`src/sv/marching_squares_cell_triangulator_defines.svh`:
```
// assertion macros used by the triangulator top level
`ifndef MARCHING_SQUARES_CELL_TRIANGULATOR_DEFINES_SVH
`define MARCHING_SQUARES_CELL_TRIANGULATOR_DEFINES_SVH

// same-cycle implication, checked outside reset
`define MSCT_ASSERT_NOW(lbl, ante, cons, msg) \
    lbl: assert property (@(posedge aclk) disable iff (!aresetn) (ante) |-> (cons)) \
        else $error(msg);

// next-cycle implication, checked outside reset
`define MSCT_ASSERT_NEXT(lbl, ante, cons, msg) \
    lbl: assert property (@(posedge aclk) disable iff (!aresetn) (ante) |=> (cons)) \
        else $error(msg);

`endif

```
`src/sv/msct_pkg.sv`:
```
`default_nettype none
package msct_pkg;

    localparam int GRID_SIDE  = 1024;
    localparam int COORD_W    = $clog2(GRID_SIDE);
    localparam int MASK_W     = 16;
    localparam int T_W        = 16;
    localparam int VERT_W     = 3;
    localparam int DIV_STAGES = T_W;
    localparam int QDEPTH     = 32;
    localparam int QPTR_W     = $clog2(QDEPTH);
    localparam int QCNT_W     = QPTR_W + 1;
    localparam int CFG_ADDR_W = 2;
    localparam int CFG_DATA_W = 16;

    localparam logic [T_W-1:0] T_HALF = 16'h8000;
    localparam logic [T_W-1:0] T_MAX  = 16'hFFFF;

    localparam logic [CFG_ADDR_W-1:0] REG_MASK_THRESHOLD = 2'd0;
    localparam logic [CFG_ADDR_W-1:0] REG_FILL_MIXED     = 2'd1;
    localparam logic [CFG_ADDR_W-1:0] REG_DIAG_BL_TR     = 2'd2;

    localparam logic [3:0] CASE_EMPTY = 4'd0;
    localparam logic [3:0] CASE_FULL  = 4'd15;

    localparam logic [VERT_W-1:0] V_C00 = 3'd0;
    localparam logic [VERT_W-1:0] V_C10 = 3'd1;
    localparam logic [VERT_W-1:0] V_C11 = 3'd2;
    localparam logic [VERT_W-1:0] V_C01 = 3'd3;

    typedef struct packed {
        logic [COORD_W-1:0] cell_x;
        logic [COORD_W-1:0] cell_y;
        logic [MASK_W-1:0]  mask_00;
        logic [MASK_W-1:0]  mask_10;
        logic [MASK_W-1:0]  mask_11;
        logic [MASK_W-1:0]  mask_01;
    } in_beat_t;

    typedef struct packed {
        logic [COORD_W-1:0] out_cell_x;
        logic [COORD_W-1:0] out_cell_y;
        logic [VERT_W-1:0]  vert_a;
        logic [VERT_W-1:0]  vert_b;
        logic [VERT_W-1:0]  vert_c;
        logic [T_W-1:0]     t_a;
        logic [T_W-1:0]     t_b;
        logic [T_W-1:0]     t_c;
        logic               last;
    } out_beat_t;

    // classified cell waiting for the emitter
    typedef struct packed {
        logic [COORD_W-1:0]       cx;
        logic [COORD_W-1:0]       cy;
        logic [3:0]               cs;
        logic [3:0][T_W-1:0]      t;
    } cell_ent_t;

    typedef struct packed {
        logic              empty;
        logic [QCNT_W-1:0] count;
    } q_stat_t;

    typedef struct packed {
        logic [VERT_W-1:0] a;
        logic [VERT_W-1:0] b;
        logic [VERT_W-1:0] c;
    } tri_t;

    localparam logic [2:0] POLY_LEN [16] = '{
        3'd0, 3'd3, 3'd3, 3'd4, 3'd3, 3'd6, 3'd4, 3'd5,
        3'd3, 3'd4, 3'd6, 3'd5, 3'd4, 3'd5, 3'd5, 3'd0
    };

    localparam logic [VERT_W-1:0] POLY_TAB [16][6] = '{
        '{3'd0, 3'd0, 3'd0, 3'd0, 3'd0, 3'd0},
        '{3'd0, 3'd4, 3'd7, 3'd0, 3'd0, 3'd0},
        '{3'd1, 3'd5, 3'd4, 3'd0, 3'd0, 3'd0},
        '{3'd0, 3'd1, 3'd5, 3'd7, 3'd0, 3'd0},
        '{3'd2, 3'd6, 3'd5, 3'd0, 3'd0, 3'd0},
        '{3'd0, 3'd4, 3'd5, 3'd2, 3'd6, 3'd7},
        '{3'd1, 3'd2, 3'd6, 3'd4, 3'd0, 3'd0},
        '{3'd0, 3'd1, 3'd2, 3'd6, 3'd7, 3'd0},
        '{3'd3, 3'd7, 3'd6, 3'd0, 3'd0, 3'd0},
        '{3'd0, 3'd4, 3'd6, 3'd3, 3'd0, 3'd0},
        '{3'd1, 3'd5, 3'd6, 3'd3, 3'd7, 3'd4},
        '{3'd0, 3'd1, 3'd5, 3'd6, 3'd3, 3'd0},
        '{3'd2, 3'd3, 3'd7, 3'd5, 3'd0, 3'd0},
        '{3'd0, 3'd4, 3'd5, 3'd2, 3'd3, 3'd0},
        '{3'd1, 3'd2, 3'd3, 3'd7, 3'd4, 3'd0},
        '{3'd0, 3'd0, 3'd0, 3'd0, 3'd0, 3'd0}
    };

endpackage
`default_nettype wire

```
`src/sv/msct_queue.sv`:
```
`default_nettype none
// cell queue between classifier and emitter
module msct_queue
    import msct_pkg::*;
(
    input  wire logic      aclk,
    input  wire logic      aresetn,
    input  wire logic      push,
    input  wire cell_ent_t push_ent,
    input  wire logic      pop,
    output cell_ent_t      head,
    output q_stat_t        stat
);

    cell_ent_t         mem [QDEPTH];
    cell_ent_t         head_reg;
    logic              hv_reg;
    logic              hv_next;
    logic [QPTR_W-1:0] wr_reg;
    logic [QPTR_W-1:0] rd_reg;
    logic [QCNT_W-1:0] cnt_reg;
    logic [QCNT_W-1:0] cnt_next;
    logic              mem_any;
    logic              load;
    logic              take;
    logic              bypass;
    logic              wr_en;

    // head register in front of the memory; an empty memory hands the push straight over
    assign mem_any  = (cnt_reg != '0);
    assign load     = (!hv_reg || pop) && (mem_any || push);
    assign take     = load && mem_any;
    assign bypass   = load && !mem_any;
    assign wr_en    = push && !bypass;
    assign hv_next  = load || (hv_reg && !pop);
    assign cnt_next = cnt_reg + QCNT_W'(wr_en) - QCNT_W'(take);

    always_ff @(posedge aclk) begin
        if (wr_en) begin
            mem[wr_reg] <= push_ent;
        end
    end

    always_ff @(posedge aclk) begin
        if (take) begin
            head_reg <= mem[rd_reg];
        end else if (bypass) begin
            head_reg <= push_ent;
        end
    end

    always_ff @(posedge aclk) begin
        if (!aresetn) begin
            wr_reg  <= '0;
            rd_reg  <= '0;
            cnt_reg <= '0;
            hv_reg  <= 1'b0;
        end else begin
            if (wr_en) begin
                wr_reg <= wr_reg + 1'b1;
            end
            if (take) begin
                rd_reg <= rd_reg + 1'b1;
            end
            cnt_reg <= cnt_next;
            hv_reg  <= hv_next;
        end
    end

    assign head       = head_reg;
    assign stat.empty = !hv_reg;
    assign stat.count = cnt_reg + QCNT_W'(hv_reg);

endmodule
`default_nettype wire

```
`config.mk`:
```
export PLATFORM = sky130hd
export DESIGN_NAME = msct_queue
export DESIGN_NICKNAME = d
export VERILOG_FILES = /design/src/sv/marching_squares_cell_triangulator_defines.svh /design/src/sv/msct_pkg.sv /design/src/sv/msct_queue.sv
export SDC_FILE = /design/constraint.sdc
export NUM_CORES = 2
export LEC_CHECK = 0
export BUFFER_PORTS_ARGS = -buffer_cell sky130_fd_sc_hd__buf_2
export CAP_MARGIN = 15
export CORE_AREA = 2 2 440 442
export DETAILED_ROUTE_END_ITERATION = 10
export DIE_AREA = 0 0 442 444
export GPL_ROUTABILITY_DRIVEN = 0
export HOLD_SLACK_MARGIN = 0.03
export PLACE_DENSITY = 0.76
export SETUP_SLACK_MARGIN = 0.2
export SLEW_MARGIN = 40
export SYNTH_ARGS = -nofsm -noshare
export SYNTH_HDL_FRONTEND = slang
export SYNTH_SLANG_ARGS = --single-unit
```
`constraint.sdc`:
```
create_clock -name aclk -period 9.6 [get_ports aclk]
set_input_delay 0.48 -clock aclk [delete_from_list [all_inputs] [get_ports aclk]]
set_output_delay 0.48 -clock aclk [all_outputs]
set_load 0.05 [all_outputs]
```
# Word level (Yosys, flattened, before mapping)

Memories as Yosys holds them, arrays and structs flattened. A register that Yosys moved wholly into a read port is not among the register bits.
Cells that the tools add are included.

Logic and storage cells: 37
Memories kept: 1
Input port bits: 92
Output and inout port bits: 95
RAM bits: 2816
Register bits after elaboration: 105

Reductions and logical operators: 14
Add/sub/neg operators: 5
Multiplexer cells: 6

Memory list:

| name | depth | width | rd ports | clocked after memory_dff | wr ports | line             | source |
|---|---|---|---|---|---|---|---|
| mem  | 32    | 88    | 1        | 1                        | 1        | msct_queue.sv:15 | `cell_ent_t mem [QDEPTH];` |

Operators by type and width:

| kind                                                           | count |
|---|---|
| 88-bit 2-to-1 mux                                              | 2 |
| 6-bit by 1-bit adder with 6-bit output                         | 2 |
| 5-bit by 1-bit adder with 5-bit output (second input constant) | 2 |
| 5-bit 2-to-1 mux                                               | 2 |
| 6-bit nonzero test                                             | 1 |
| 6-bit by 1-bit subtractor with 6-bit output                    | 1 |
| 1-bit logical AND                                              | 5 |
| 1-bit zero test                                                | 4 |
| 1-bit logical OR                                               | 3 |
| 1-bit 2-to-1 mux                                               | 2 |
| 2-bit nonzero test                                             | 1 |

# Logic depth before layout (Yosys ltp)

Word-level depth: 8
Gate-level depth with buffers: 16

# Least setup slack after synthesis

OpenSTA, ideal clock, no wires.

Path kind: register -> register
Start: register cnt_reg[2]
End: memory mem[15][0] in the netlist's numbering, enable pin
Slack: 3913 ps
Period minus slack after synthesis: 5687 ps
Data required time: 9063 ps
Library setup time: 537 ps
Cell stages (with the launch flop): 8
Arrival: 5151 ps
Path through: dfxtp_1 -> inv_1 -> ha_1 -> nand4bb_1 -> o21a_1 -> clkbuf_1 -> nand2_1 -> nor2_1

Longest elaborated chain between the ends: 8
Elaborated cells on any way between the ends: 9
Those cells by class: 2 x mux; 7 x reduce/logical

RTL lines:

| item                                       | line             | source |
|---|---|---|
| from (decl)                                | msct_queue.sv:21 | `logic [QCNT_W-1:0] cnt_reg;` |
| from (signal assigned)                     | msct_queue.sv:65 | `cnt_reg <= cnt_next;` |
| 6-bit nonzero test (*)                     | msct_queue.sv:30 | `assign mem_any = (cnt_reg != '0);` |
| 1-bit logical OR                           | msct_queue.sv:31 | `assign load = (!hv_reg \|\| pop) && (mem_any \|\| push);` |
| 1-bit logical AND                          | msct_queue.sv:31 |  |
| 1-bit logical AND (*)                      | msct_queue.sv:33 | `assign bypass = load && !mem_any;` |
| 1-bit zero test (*)                        | msct_queue.sv:34 | `assign wr_en = push && !bypass;` |
| 1-bit logical AND (*)                      | msct_queue.sv:34 |  |
| 1-bit 2-to-1 mux (*)                       | msct_queue.sv:39 | `if (wr_en) begin` |
| 1-bit 2-to-1 mux (not written as such) (*) | msct_queue.sv:40 | `mem[wr_reg] <= push_ent;` |
| to (decl)                                  | msct_queue.sv:15 |  |

Every way passes the cells marked *; elsewhere a longest branch is shown, timed or not.

# Worst setup path in the final report

Start: register cnt_reg[2]
End: memory mem[21][58] in the netlist's numbering, enable pin

The elaborated chain is that of the path after synthesis.

==> metrics.md <==
| Metric | Value |
|---|---|
| Outcome | complete, no violations |
| Final cell count without fillers | 8,590 |
| Initial drt markers | 7,421 |
| Post-DRT Antenna Nets | 0 |
| Share of layout cells above drive strength 1 | 0.1960 |
| WP data arrival | 5.31 ns |
| Sinks on the clock net | slightly below 3,000 |
| Final min period | 4.786 ns |
| Core area | 0.1916 mm^2 |
| Final slew viol count | 0 |
| Bufs on Longest Clock Path | 4 |
| Max reg flops | 2,816 |
| Initial Util | 0.5870 |
| Met2 global-route usage | 0.4498 |
| Hold Path Origin | push_ent[1] |
| CP Class | reg2reg |
| Die area | 0.1962 mm^2 |
| Number of flops mapped to enable cells by yosys | 2,904 |
| Final worst-path cycle share | 0.4985 |
| Chip width | 442 um |
| CTS clk-pin slew, worst paths | roughly 0.06 ns |
| Number of synthesis warnings | 0 |
| Synth-to-Final Area Change | 12.70% |
| RR Endpoint | mem[21][58] |
| Final setup TNS | 0 ns |
| Fin util | 0.6615 |
| Grt total ovfl | 0 |
| DP HPWL | 130,700 um |
| Startpoint Class | flip-flop |
| Multi-input logic area | approximately 0.024 mm^2 |
| Hold/Removal Path Class | in2reg |
| CTS tree | built |
| First-pass GRT wire length | around 400,000 um |
| Critical Path End Type | flip-flop |
| Hold Path Depth | 1 |
| Via count | 57,390 |
| Leakage | roughly 40 nW |
| R2R Setup Slk | 4.81 ns |
| Post-synthesis sequential area ratio | 0.7794 |
| GRT Total Usage | 0.2789 |
| Hold endpoint | mem[25][1] |
| Clk_lat worst skew | 0.94 ns |
| Met3 Track Usage GR | 0.04727 |
| Tot Pwr | 33.84 mW |
| Post-CTS Setup Bufs | 0 |
| Fraction of registers with async set/reset | 0 |
| Cell Rows | 161 |
| Worst Skew | around 0.058 ns |
| Routed WL | approximately 270,000 um |
| Reg2reg start | cnt_reg[2] |
| Initial antenna violation count | 20 |
| Synthesized net count | 5,601 |
| Die Height | 444 um |
| Final Hold Fails | 0 |
| FF+latch area | 0.08766 mm^2 |
| Mapped Cells | 5,490 |
| GRT busiest layer | met2 |
| # fillers | roughly 12,000 |
| Initial DRT Pass Iterations | 6 |
| Setup WS post-layout | 4.814 ns |
| Routed WL per cell | 31.91 um |
| CTS Root Cell | clkbuf_16 |
| DR vias/cell | 6.680 |
| Synth Cell Area | 0.1125 mm^2 |
| Met1 Use GR | 0.3869 |
| Worst Reg-to-Reg Cells | 8 |
| Worst Path Max Fanout | 39 |
| I/O Pins | 187 |
| Primary FF master, synth | edfxtp_1 |
| Worst setup path startpoint | cnt_reg[2] |
| H-tree levels | 5 |
| PortBufs | 186 |
| Worst-Margin Slew | about 1.3 ns |
| Setup violators final | 0 |
| Synthesized area per cell | around 20 um^2 |
| Max IR drop VDD | between 0.2 and 0.25 mV |
| Final net count | approximately 6,000 |
| Vias in the first global route | 57,470 |
| Worst EP required | 10.12 ns |
| Synthesis-stage register bit count | 2,926 |
| Relative slew slack | 0.1413 |
| Max-Cap Viols | 0 |
| Count of different cell masters after synthesis | 41 |
| Placed cell count | 7,998 |
| Largest net degree at the start of global routing | 145 |
| RSZ-0062 raised after global routing | no |
| CTS buffer count | 300 |
| Setup WS pre-CTS | between 4 and 5 ns |
| Max Freq | 209.0 MHz |
| Number of remaining DRC errors | 0 |
| Total power per unit cell area | 267.0 mW/mm^2 |
[critical path, stage by stage, from the launching register on]
cell       delay (ns)
dfxtp_1          0.42
inv_1            0.09
ha_1             0.21
nand4bb_1        0.27
o21a_1           0.41
nand2_1          0.53
nor2_4           0.80
buf_4            0.77
buf_4            0.83
[how the worst max path moves through the flow]
stage          slack [ns]  cells after the start     endpoint
6_report             4.81                      8  mem[21][58]
5_1_grt              4.66                      8  mem[21][58]
4_1_cts              4.81                      8  mem[21][58]
3_5_place_dp         4.86                      8  mem[21][56]
3_3_place_gp         5.07                      8  mem[21][57]
2_1_floorplan        3.91                      7   mem[15][0]
[placed cells by master (no fill, tap or decap), types with 4 or more instances in the layout]
cell type,count
edfxtp_1,2904
mux2i_1,632
mux4_2,425
clkbuf_16,307
nor3_1,218
a211oi_1,213
o22ai_1,188
buf_2,186
nor2b_1,132
nor2_1,93
o21ai_0,89
a211o_1,85
clkbuf_1,71
dlygate4sd3_1,69
clkinv_1,54
buf_4,52
clkinv_2,48
nor2_4,33
buf_6,31
buf_12,25
bufinv_16,19
ha_1,18
dfxtp_1,18
nand2_1,16
inv_1,14
mux2_2,12
xnor2_1,11
and2_1,11
buf_16,9
buf_8,9
diode_2,8
a221oi_1,6
a21oi_1,4
dfxtp_4,4
clkinvlp_4,4
[Yosys cell counts (all sizes together), types with 3 or more instances]
cell | number | share of area
a211o | 85 | 0.0066
a211oi | 213 | 0.014
a21oi | 4 | 0.00018
a221oi | 6 | 0.00047
and2 | 11 | 0.00061
buf | 152 | 0.0079
clkbuf | 174 | 0.0058
dfxtp | 22 | 0.0039
edfxtp | 2904 | 0.78
ha | 18 | 0.0020
inv | 14 | 0.00047
mux2 | 12 | 0.0012
mux2i | 632 | 0.056
mux4 | 425 | 0.085
nand2 | 19 | 0.00063
nand2b | 6 | 0.00033
nand4 | 3 | 0.00017
nor2 | 126 | 0.0042
nor2b | 132 | 0.0073
nor3 | 218 | 0.0097
o21a | 3 | 0.00020
o21ai | 89 | 0.0040
o22ai | 188 | 0.010
o41ai | 3 | 0.00043
or2 | 3 | 0.00017
xnor2 | 11 | 0.00086
[metal layers]
layer / vias to the layer above / wire (um)
li1: 23420 / -
met1: 29880 / 101400
met2: 3490 / 134600
met3: 584 / 27720
met4: 12 / 10360
met5: - / 67
[through the flow]
stage	instance area, um^2	hold WS, ns
CTS	126600	0.03048
floorplan	112500	0.4804
global route	126700	0.05945
detailed placement	116800	0.5788
global placement	116400	0.5716
finish	126700	0.07319
[power by group]
part / total, mW / leakage (nW) / switching [mW] / internal, mW
Sequential: 15.0 / 26.4 / 0.364 / 14.6
Combinational: 7.90 / 9.08 / 4.66 / 3.23
Clock: 11.0 / 4.45 / 4.62 / 6.35
[layout make-up]
| class | count | area share |
|---|---|---|
| tap | 2526 | 0.02494 |
| sequential | 2926 | 0.6917 |
| antenna | 8 | 0.0001580 |
| clock inverter | 133 | 0.008925 |
| multi-input combinational | 2224 | 0.1856 |
| timing repair buffer | 381 | 0.02560 |
| inverter | 14 | 0.0004147 |
| clock buffer | 378 | 0.06272 |
[cell families after synthesis]
logic type | after synthesis | synth area share
buffers and inverters | 340 | 0.01422
xor gates and xnor gates | 13 | 0.001013
DFF | 2926 | 0.7794
muxes | 1069 | 0.1426
AOI/OAI and AO/OA | 595 | 0.03681
adders and majority gates | 19 | 0.002181
and+or+nand+nor | 528 | 0.02381
[timing repair]
action,in CTS,in global routing
resized for setup,0,0
hold endpoints to repair,1586,0
hold buffers,69,0
No activity file was read; power rests on OpenSTA's default activity.
