### src/sv/marching_squares_cell_triangulator_defines.svh
// assertion macros used by the triangulator top level
`ifndef MARCHING_SQUARES_CELL_TRIANGULATOR_DEFINES_SVH
`define MARCHING_SQUARES_CELL_TRIANGULATOR_DEFINES_SVH

// same-cycle implication, checked outside reset
`define MSCT_ASSERT_NOW(lbl, ante, cons, msg) \
    lbl: assert property (@(posedge aclk) disable iff (!aresetn) (ante) |-> (cons)) \
        else $error(msg);

// next-cycle implication, checked outside reset
`define MSCT_ASSERT_NEXT(lbl, ante, cons, msg) \
    lbl: assert property (@(posedge aclk) disable iff (!aresetn) (ante) |=> (cons)) \
        else $error(msg);

`endif

### src/sv/msct_pkg.sv
`default_nettype none
package msct_pkg;

    localparam int GRID_SIDE  = 1024;
    localparam int COORD_W    = $clog2(GRID_SIDE);
    localparam int MASK_W     = 16;
    localparam int T_W        = 16;
    localparam int VERT_W     = 3;
    localparam int DIV_STAGES = T_W;
    localparam int QDEPTH     = 32;
    localparam int QPTR_W     = $clog2(QDEPTH);
    localparam int QCNT_W     = QPTR_W + 1;
    localparam int CFG_ADDR_W = 2;
    localparam int CFG_DATA_W = 16;

    localparam logic [T_W-1:0] T_HALF = 16'h8000;
    localparam logic [T_W-1:0] T_MAX  = 16'hFFFF;

    localparam logic [CFG_ADDR_W-1:0] REG_MASK_THRESHOLD = 2'd0;
    localparam logic [CFG_ADDR_W-1:0] REG_FILL_MIXED     = 2'd1;
    localparam logic [CFG_ADDR_W-1:0] REG_DIAG_BL_TR     = 2'd2;

    localparam logic [3:0] CASE_EMPTY = 4'd0;
    localparam logic [3:0] CASE_FULL  = 4'd15;

    localparam logic [VERT_W-1:0] V_C00 = 3'd0;
    localparam logic [VERT_W-1:0] V_C10 = 3'd1;
    localparam logic [VERT_W-1:0] V_C11 = 3'd2;
    localparam logic [VERT_W-1:0] V_C01 = 3'd3;

    typedef struct packed {
        logic [COORD_W-1:0] cell_x;
        logic [COORD_W-1:0] cell_y;
        logic [MASK_W-1:0]  mask_00;
        logic [MASK_W-1:0]  mask_10;
        logic [MASK_W-1:0]  mask_11;
        logic [MASK_W-1:0]  mask_01;
    } in_beat_t;

    typedef struct packed {
        logic [COORD_W-1:0] out_cell_x;
        logic [COORD_W-1:0] out_cell_y;
        logic [VERT_W-1:0]  vert_a;
        logic [VERT_W-1:0]  vert_b;
        logic [VERT_W-1:0]  vert_c;
        logic [T_W-1:0]     t_a;
        logic [T_W-1:0]     t_b;
        logic [T_W-1:0]     t_c;
        logic               last;
    } out_beat_t;

    // classified cell waiting for the emitter
    typedef struct packed {
        logic [COORD_W-1:0]       cx;
        logic [COORD_W-1:0]       cy;
        logic [3:0]               cs;
        logic [3:0][T_W-1:0]      t;
    } cell_ent_t;

    typedef struct packed {
        logic              empty;
        logic [QCNT_W-1:0] count;
    } q_stat_t;

    typedef struct packed {
        logic [VERT_W-1:0] a;
        logic [VERT_W-1:0] b;
        logic [VERT_W-1:0] c;
    } tri_t;

    localparam logic [2:0] POLY_LEN [16] = '{
        3'd0, 3'd3, 3'd3, 3'd4, 3'd3, 3'd6, 3'd4, 3'd5,
        3'd3, 3'd4, 3'd6, 3'd5, 3'd4, 3'd5, 3'd5, 3'd0
    };

    localparam logic [VERT_W-1:0] POLY_TAB [16][6] = '{
        '{3'd0, 3'd0, 3'd0, 3'd0, 3'd0, 3'd0},
        '{3'd0, 3'd4, 3'd7, 3'd0, 3'd0, 3'd0},
        '{3'd1, 3'd5, 3'd4, 3'd0, 3'd0, 3'd0},
        '{3'd0, 3'd1, 3'd5, 3'd7, 3'd0, 3'd0},
        '{3'd2, 3'd6, 3'd5, 3'd0, 3'd0, 3'd0},
        '{3'd0, 3'd4, 3'd5, 3'd2, 3'd6, 3'd7},
        '{3'd1, 3'd2, 3'd6, 3'd4, 3'd0, 3'd0},
        '{3'd0, 3'd1, 3'd2, 3'd6, 3'd7, 3'd0},
        '{3'd3, 3'd7, 3'd6, 3'd0, 3'd0, 3'd0},
        '{3'd0, 3'd4, 3'd6, 3'd3, 3'd0, 3'd0},
        '{3'd1, 3'd5, 3'd6, 3'd3, 3'd7, 3'd4},
        '{3'd0, 3'd1, 3'd5, 3'd6, 3'd3, 3'd0},
        '{3'd2, 3'd3, 3'd7, 3'd5, 3'd0, 3'd0},
        '{3'd0, 3'd4, 3'd5, 3'd2, 3'd3, 3'd0},
        '{3'd1, 3'd2, 3'd3, 3'd7, 3'd4, 3'd0},
        '{3'd0, 3'd0, 3'd0, 3'd0, 3'd0, 3'd0}
    };

endpackage
`default_nettype wire

### src/sv/msct_back.sv
`default_nettype none
// emits the triangles of the head cell, one beat per cycle while the output is free
module msct_back
    import msct_pkg::*;
(
    input  wire logic      aclk,
    input  wire logic      aresetn,
    input  wire cell_ent_t head,
    input  wire logic      head_valid,
    input  wire logic      fill_mixed,
    input  wire logic      diag_bl_tr,
    output logic           pop,
    output logic           m_valid,
    input  wire logic      m_ready,
    output out_beat_t      m_data
);

    logic [1:0]  k_reg;
    logic [1:0]  k_next;
    logic        mv_reg;
    logic        mv_next;
    out_beat_t   md_reg;
    logic [2:0]  n_tri;
    logic        out_free;
    logic        fire;
    logic        is_last;
    tri_t        tri_v;

    function automatic logic [T_W-1:0] t_of(logic [VERT_W-1:0] v,
                                            logic [3:0][T_W-1:0] t);
        return v[2] ? t[v[1:0]] : '0;
    endfunction

    always_comb begin
        case (head.cs)
            CASE_EMPTY: n_tri = 3'd0;
            CASE_FULL:  n_tri = 3'd2;
            default:    n_tri = fill_mixed ? (POLY_LEN[head.cs] - 3'd2) : 3'd0;
        endcase
    end

    always_comb begin
        if (head.cs == CASE_FULL) begin
            if (diag_bl_tr) begin
                tri_v = (k_reg == 2'd0) ? tri_t'{V_C00, V_C11, V_C10}
                                        : tri_t'{V_C00, V_C01, V_C11};
            end else begin
                tri_v = (k_reg == 2'd0) ? tri_t'{V_C00, V_C01, V_C10}
                                        : tri_t'{V_C10, V_C01, V_C11};
            end
        end else begin
            tri_v.a = POLY_TAB[head.cs][0];
            tri_v.b = POLY_TAB[head.cs][3'(k_reg) + 3'd2];
            tri_v.c = POLY_TAB[head.cs][3'(k_reg) + 3'd1];
        end
    end

    assign out_free = !mv_reg || m_ready;
    assign is_last  = ({1'b0, k_reg} == n_tri - 3'd1);
    assign fire     = head_valid && (n_tri != '0) && out_free;
    assign pop      = head_valid && ((n_tri == '0) || (out_free && is_last));

    always_comb begin
        k_next = k_reg;
        if (pop) begin
            k_next = '0;
        end else if (fire) begin
            k_next = k_reg + 2'd1;
        end
        mv_next = fire ? 1'b1 : (m_ready ? 1'b0 : mv_reg);
    end

    always_ff @(posedge aclk) begin
        if (!aresetn) begin
            k_reg  <= '0;
            mv_reg <= 1'b0;
        end else begin
            k_reg  <= k_next;
            mv_reg <= mv_next;
        end
    end

    always_ff @(posedge aclk) begin
        if (fire) begin
            md_reg.out_cell_x <= head.cx;
            md_reg.out_cell_y <= head.cy;
            md_reg.vert_a     <= tri_v.a;
            md_reg.vert_b     <= tri_v.b;
            md_reg.vert_c     <= tri_v.c;
            md_reg.t_a        <= t_of(tri_v.a, head.t);
            md_reg.t_b        <= t_of(tri_v.b, head.t);
            md_reg.t_c        <= t_of(tri_v.c, head.t);
            md_reg.last       <= is_last;
        end
    end

    assign m_valid = mv_reg;
    assign m_data  = md_reg;

endmodule
`default_nettype wire

### config.mk
export PLATFORM = sky130hd
export DESIGN_NAME = msct_back
export DESIGN_NICKNAME = d
export VERILOG_FILES = /design/src/sv/marching_squares_cell_triangulator_defines.svh /design/src/sv/msct_pkg.sv /design/src/sv/msct_back.sv
export SDC_FILE = /design/constraint.sdc
export NUM_CORES = 1
export LEC_CHECK = 0
export ABC_CLOCK_PERIOD_IN_PS = 5500
export BUFFER_PORTS_ARGS = -buffer_cell sky130_fd_sc_hd__buf_2
export CORE_ASPECT_RATIO = 2
export CORE_MARGIN = 2
export CORE_UTILIZATION = 49
export DETAILED_ROUTE_END_ITERATION = 8
export PLACE_DENSITY = 0.82
export SYNTH_ARGS = -nofsm -noshare
export SYNTH_HDL_FRONTEND = slang
export SYNTH_SLANG_ARGS = --single-unit
### constraint.sdc
create_clock -name aclk -period 5.5 [get_ports aclk]
set_input_delay 0 -clock aclk [delete_from_list [all_inputs] [get_ports aclk]]
set_output_delay 0 -clock aclk [all_outputs]
set_load 0.05 [all_outputs]
After elaboration in Yosys (flattened, before gate mapping)
Memories as Yosys holds them, arrays and structs flattened.
Index checks and enable logic that the tools add are counted.
{"block": "totals", "inputBits": 94, "mem_count": 2, "regBits": 81, "latch_bits": 0, "rom_bits": 336, "ramBits": 0, "out_inout_bits": 80, "elab_cells": 67}
{"block": "classes", "reduce_logical": 13, "magnitude_cmp": 6, "shifts": 0, "bitwise": 4, "n_div": 0, "addsub": 5, "eq_ne": 2, "n_mux": 24, "n_mul": 0}
{"memory": "(name not given)", "depth": 16, "width": 18, "rd": 1, "rd_clocked_by_memory_dff": 0, "write_ports": 0, "line": "msct_back.sv:54", "text": "tri_v.c = POLY_TAB[head.cs][3'(k_reg) + 3'd1];"}
{"memory": "(name not given)", "depth": 16, "width": 3, "rd": 1, "rd_clocked_by_memory_dff": 0, "write_ports": 0, "line": "msct_back.sv:38", "text": "default: n_tri = fill_mixed ? (POLY_LEN[head.cs] - 3'd2) : 3'd0;"}
{"cell": "$bmux 16 s2", "n": 3}
{"cell": "$mux 16", "n": 3}
{"cell": "$mux 18", "n": 2}
{"cell": "$mux 3", "n": 7}
{"cell": "$bmux 3 s3", "n": 2}
{"cell": "$mux 7", "n": 2}
{"cell": "$lt 2x3->1 const B", "n": 3}
{"cell": "$mux 9", "n": 1}
{"cell": "$ge 4x4->1 const B", "n": 2}
{"cell": "$not 3->4", "n": 2}
{"cell": "$pmux 3 s2", "n": 1}
{"cell": "$ge 5x5->1 const B", "n": 1}
{"cell": "$not 4->5", "n": 1}
{"cell": "$eq 4x4->1 const B", "n": 1}
{"cell": "$logic_and 1x1->1", "n": 4}
{"cell": "$logic_not 4->1", "n": 1}
{"cell": "$mux 4", "n": 1}
{"cell": "$add 2x1->3 const B", "n": 1}
{"cell": "$add 2x2->3 const B", "n": 1}
{"cell": "$eq 2x3->1", "n": 1}
{"cell": "$logic_not 3->1", "n": 1}
{"cell": "$reduce_bool 3->1", "n": 1}
{"cell": "$sub 3x1->3 const B", "n": 1}
{"cell": "$sub 3x2->3 const B", "n": 1}
{"cell": "other kinds (8)", "n": 10}

Logic depth before layout (Yosys ltp)
{"block": "logic_depth", "ltp_word": 13, "mapped_depth": 15, "depth_no_buf": 13}

Least setup slack after synthesis
No wires, ideal clock.
{"block": "synth_timing", "path_type": "input port to flip-flop", "startpoint": "input port head[66] (netlist name)", "endpoint": "register k_reg[1]", "arrival_ns": 4.930, "setup_time_ns": 0.117, "path_stages": 13, "slack_ns": 0.453, "n_path_buf": 4, "required_time_ns": 5.383, "path_cell_list": "buf_6 -> buf_12 -> buf_8 -> buf_2 -> nor3_1 -> nor2_1 -> xor2_1 -> or3_1 -> ha_1 -> nand2b_1 -> nor2b_1 -> o21ai_0 -> and4_1"}
{"item": "from (decl)", "line": "msct_back.sv:8", "text": "input wire cell_ent_t head,"}
{"item": "$not 4->5 (not written as such)", "line": "msct_back.sv:38"}
{"item": "$mem_v2 16x3"}
{"item": "$mux 3 (not written as such) (2 in series)", "line": "msct_back.sv:38"}
{"item": "$sub 3x2->3", "line": "msct_back.sv:38"}
{"item": "$mux 3", "line": "msct_back.sv:38"}
{"item": "$pmux 3 s2 *", "line": "msct_back.sv:35", "text": "case (head.cs)"}
{"item": "$reduce_bool 3->1 *", "line": "msct_back.sv:60", "text": "assign fire = head_valid && (n_tri != '0) && out_free;"}
{"item": "$logic_and 1x1->1 * (2 in series)", "line": "msct_back.sv:60"}
{"item": "named net fire", "line": "msct_back.sv:25", "text": "logic fire;"}
{"item": "to (signal assigned)", "line": "msct_back.sv:78", "text": "k_reg <= k_next;"}
{"item": "to (decl)", "line": "msct_back.sv:18", "text": "logic [1:0] k_reg;"}
Mark *: on every way through the listed nets, which the timed path passes. The rest lies on a longest branch. The select of a mux whose other input is x is not followed.
A chain may end at the register's enable or synchronous reset.

==> run_summary.xml <==
<?xml version="1.0" encoding="UTF-8"?>
<metrics>
  <group name="synth">
    <metric name="synth.cells.most_frequent" unit="">sky130_fd_sc_hd__mux2i_1 (68), sky130_fd_sc_hd__edfxtp_1 (61), sky130_fd_sc_hd__o22ai_1 (34)</metric>
    <metric name="yosys_warnings" unit="">0</metric>
    <metric name="postSynthAreaPerCell" unit="sq um">11.4</metric>
    <metric name="syn_area" unit="sq mm">0.00411</metric>
    <metric name="synth_largest_type_area_fraction" unit="%">44.6</metric>
    <metric name="netlist_top_cells_area" unit="">sky130_fd_sc_hd__edfxtp_1 (45%), sky130_fd_sc_hd__mux2i_1 (17%), sky130_fd_sc_hd__o22ai_1 (5.2%)</metric>
    <metric name="ys_seq_elements" unit="">64</metric>
    <metric name="synth_edf_count" unit="">61</metric>
    <metric name="post_synth_num_cell_types" unit="">63</metric>
    <metric name="synth.largest_area_cell" unit="">sky130_fd_sc_hd__edfxtp_1</metric>
    <metric name="ys_async_sr_fraction" unit="%">0</metric>
    <metric name="synth.most_common_cell" unit="">sky130_fd_sc_hd__mux2i_1</metric>
    <metric name="synth-seq-area-share" unit="%">46.1</metric>
    <metric name="syn_inst" unit="">360</metric>
    <metric name="ys.flop_type" unit="">sky130_fd_sc_hd__edfxtp_1</metric>
  </group>
  <group name="clock_tree">
    <metric name="tritoncts_num_sinks" unit="">64</metric>
    <metric name="cts_bufs_inserted" unit="">9</metric>
    <metric name="clockRootBuffer" unit="">sky130_fd_sc_hd__clkbuf_16</metric>
    <metric name="worst_setup_hold_path_clk_slew" unit="ns">0.05</metric>
    <metric name="tritoncts" unit="">done</metric>
    <metric name="post_cts_resize_count" unit="">0</metric>
    <metric name="h_tree_lvl_count" unit="">3</metric>
    <metric name="clk_path_buf_depth" unit="">2</metric>
    <metric name="insertion_delay_to_the_later_sink_of_the_worst_skew_pair" unit="ns">0.32</metric>
  </group>
  <group name="die">
    <metric name="design.core.area" unit="sq mm">0.00823</metric>
    <metric name="dieWidth" unit="um">68.7</metric>
    <metric name="io-pin-count" unit="">174</metric>
    <metric name="row_count" unit="">47</metric>
    <metric name="die_h" unit="um">133</metric>
    <metric name="initial_core_util" unit="%">49.9</metric>
    <metric name="dieArea" unit="sq mm">0.00917</metric>
  </group>
  <group name="outcome">
    <metric name="outcome" unit="">complete, no violations</metric>
  </group>
  <group name="global_route">
    <metric name="groute.usage.overall" unit="%">26.6</metric>
    <metric name="number_of_global_route_vias_before_repair" unit="">3756</metric>
    <metric name="grt_max_degree" unit="">39</metric>
    <metric name="grt_first_pass_wirelength" unit="um">18200</metric>
    <metric name="final_global_route_overflow_total" unit="">0</metric>
    <metric name="number_of_antenna_violations_at_the_first_check_in_global_routing" unit="">0</metric>
  </group>
  <group name="detailed_routing">
    <metric name="route.final.wire_length" unit="um">12100</metric>
    <metric name="detailroute.via_count" unit="">3702</metric>
    <metric name="postRouteAntennaNets" unit="">0</metric>
    <metric name="firstDrtPassIters" unit="">7</metric>
    <metric name="detail_route.drc_violations" unit="">0</metric>
    <metric name="wl_per_cell" unit="um">19.4</metric>
    <metric name="viasPerCell" unit="">5.93</metric>
    <metric name="drt_first_iter_violations" unit="">436</metric>
  </group>
  <group name="placement">
    <metric name="dpl.hpwl" unit="um">8680</metric>
    <metric name="place_congestion" unit="">0.883</metric>
    <metric name="placement.io_buffers" unit="">156</metric>
  </group>
  <group name="sta">
    <metric name="hold_ws" unit="ns">0.0559</metric>
    <metric name="fmax" unit="GHz">0.269</metric>
    <metric name="setup_viol_count_final" unit="">0</metric>
    <metric name="setup_repair_after_global_routing_missed_its_margin" unit="">no</metric>
    <metric name="post-route-min-period" unit="ns">3.72</metric>
    <metric name="slew-limit-headroom" unit="%">29.4</metric>
    <metric name="timing.final.max_slew_violations" unit="">0</metric>
    <metric name="tightestPinTransition" unit="ns">1.06</metric>
    <metric name="tns" unit="ns">0</metric>
    <metric name="total_count_of_hold_check_failures_in_the_final_report" unit="">0</metric>
    <metric name="period_share" unit="%">67.6</metric>
    <metric name="finalClockSkew" unit="ns">0.00520</metric>
  </group>
  <group name="critical_path">
    <metric name="setup.worst_path.end_class" unit="">flop</metric>
    <metric name="worst-endpoint-required" unit="ns">5.53</metric>
    <metric name="worst_setup_path_start_kind" unit="">flop</metric>
    <metric name="timing.setup.critical_path_class" unit="">flop to flop</metric>
    <metric name="timing.critical_path.fanout_max" unit="">20</metric>
    <metric name="cp.arrival" unit="ns">3.75</metric>
  </group>
  <group name="run">
    <metric name="drv_cap" unit="">0</metric>
  </group>
  <group name="finish">
    <metric name="core_utilization_of_the_finished_layout" unit="%">64.1</metric>
    <metric name="flow.area_growth_from_synthesis" unit="%">28.6</metric>
    <metric name="final_layout_size_suffix_gt1_share" unit="%">34.6</metric>
    <metric name="design.final.nets" unit="">627</metric>
    <metric name="ant_cells" unit="">0</metric>
    <metric name="largest_register_ff_count" unit="">61</metric>
  </group>
  <group name="min_path">
    <metric name="hold_path_class" unit="">primary input to flop</metric>
  </group>
  <group name="power_and_ir_drop">
    <metric name="power.ir.vdd_worst" unit="uV">202</metric>
    <metric name="power_density" unit="mW/mm^2">364</metric>
    <metric name="power_leakage" unit="nW">2.32</metric>
  </group>
</metrics>
[per-layer routing]
metal,vias to the layer above,track usage [%],wire (um)
met5,-,0,0
met4,0,18.5,649
met3,49,5.74,958
met2,238,47.8,6700
met1,1731,24.9,3790
li1,1684,-,-
[critical path, cell delays in order, from the launching register on]
cell and delay, ns:
sky130_fd_sc_hd__dfxtp_1 0.75, sky130_fd_sc_hd__clkinv_1 0.47, sky130_fd_sc_hd__ha_1 0.70, sky130_fd_sc_hd__nand2_1 0.09
sky130_fd_sc_hd__o32ai_1 0.23, sky130_fd_sc_hd__o21ai_0 0.12, sky130_fd_sc_hd__o211ai_1 0.24, sky130_fd_sc_hd__nand2b_1 0.61
sky130_fd_sc_hd__o22ai_1 0.22
[power by group]
group          switching (mW)  internal [mW]  total [mW]  leakage [nW]
sequential             0.0212          0.627       0.649         0.610
combinational           0.512          0.234       0.747          1.57
clock                   0.185          0.341       0.526         0.132
total                   0.719           1.20        1.92          2.32
[through the flow]
step	setup slack, ns	power (mW)	instances	area (sq um)
floorplan	0.453	1.24	376	4170
global placement	1.80	1.37	589	4790
detailed placement	1.74	1.39	589	4790
CTS	1.87	1.92	624	5280
global route	1.54	2.01	624	5280
finish	1.78	1.92	624	5280
[layout make-up]
cell class                      count  area (sq um)
Inverter                            8          30.0
Timing Repair Buffer              179          1010
Tap cell                           98           123
Sequential cell                    64          1890
Multi-Input combinational cell    261          1950
Clock buffer                        9           225
Fill cell                         674          2950
Clock inverter                      5          50.0
[kinds of logic (layout without fill, tap and decap cells)]
| group | count (synthesis) | count (layout) | share of synthesized area, % |
|---|---|---|---|
| AO/OA/AOI/OAI | 80 | 80 | 13.5 |
| AND/OR/NAND/NOR | 80 | 80 | 10.4 |
| multiplexers | 72 | 72 | 18.2 |
| flip-flops | 64 | 64 | 46.1 |
| buffers and inverters | 51 | 201 | 8.20 |
| adder cells (fa/ha/maj) | 10 | 10 | 3.05 |
| XOR/XNOR | 2 | 2 | 0.427 |
| other | 1 | 17 | 0.0913 |
[placed cells by master, fill, tap and decap left out, types with 2 or more instances in the layout]
cell type	count
sky130_fd_sc_hd__a211oi_1	2
sky130_fd_sc_hd__or3_1	3
sky130_fd_sc_hd__nand2b_1	11
sky130_fd_sc_hd__nor3_1	6
sky130_fd_sc_hd__clkinv_1	3
sky130_fd_sc_hd__nor2b_1	6
sky130_fd_sc_hd__a21oi_1	4
sky130_fd_sc_hd__o21ai_0	9
sky130_fd_sc_hd__and3_1	2
sky130_fd_sc_hd__o21ai_1	2
sky130_fd_sc_hd__o2111ai_1	5
sky130_fd_sc_hd__edfxtp_1	61
sky130_fd_sc_hd__dfxtp_1	3
sky130_fd_sc_hd__nor2_1	11
sky130_fd_sc_hd__nand2_1	19
sky130_fd_sc_hd__nor3b_1	3
sky130_fd_sc_hd__mux2i_1	68
sky130_fd_sc_hd__o211ai_1	5
sky130_fd_sc_hd__dlygate4sd3_1	21
sky130_fd_sc_hd__conb_1	17
sky130_fd_sc_hd__nand3_1	6
sky130_fd_sc_hd__buf_4	2
sky130_fd_sc_hd__buf_2	156
sky130_fd_sc_hd__nand3b_1	5
sky130_fd_sc_hd__ha_1	10
sky130_fd_sc_hd__clkbuf_16	9
sky130_fd_sc_hd__mux4_2	2
sky130_fd_sc_hd__inv_1	6
sky130_fd_sc_hd__o22ai_1	34
[timing repair]
item | CTS | global route
hold buffers | 21 | 0
hold endpoints to repair | 23 | 0
setup buffers | 0 | 0
[final timing paths]
| path | startpoint | end | slack [ns] | cells past startpoint |
|---|---|---|---|---|
| max | k_reg[0]$_SDFFE_PP0P_ | m_data[14]$_SDFFCE_PN0P_ | 1.78 | 8 |
| min | m_ready | m_valid$_SDFFE_PN0P_ | 0.06 | 3 |
| max reg2reg | k_reg[0]$_SDFFE_PP0P_ | m_data[14]$_SDFFCE_PN0P_ | 1.78 | 8 |
| min reg2reg | m_valid$_SDFFE_PN0P_ | m_valid$_SDFFE_PN0P_ | 0.58 | 2 |
Power figures use the tool's default switching activity.
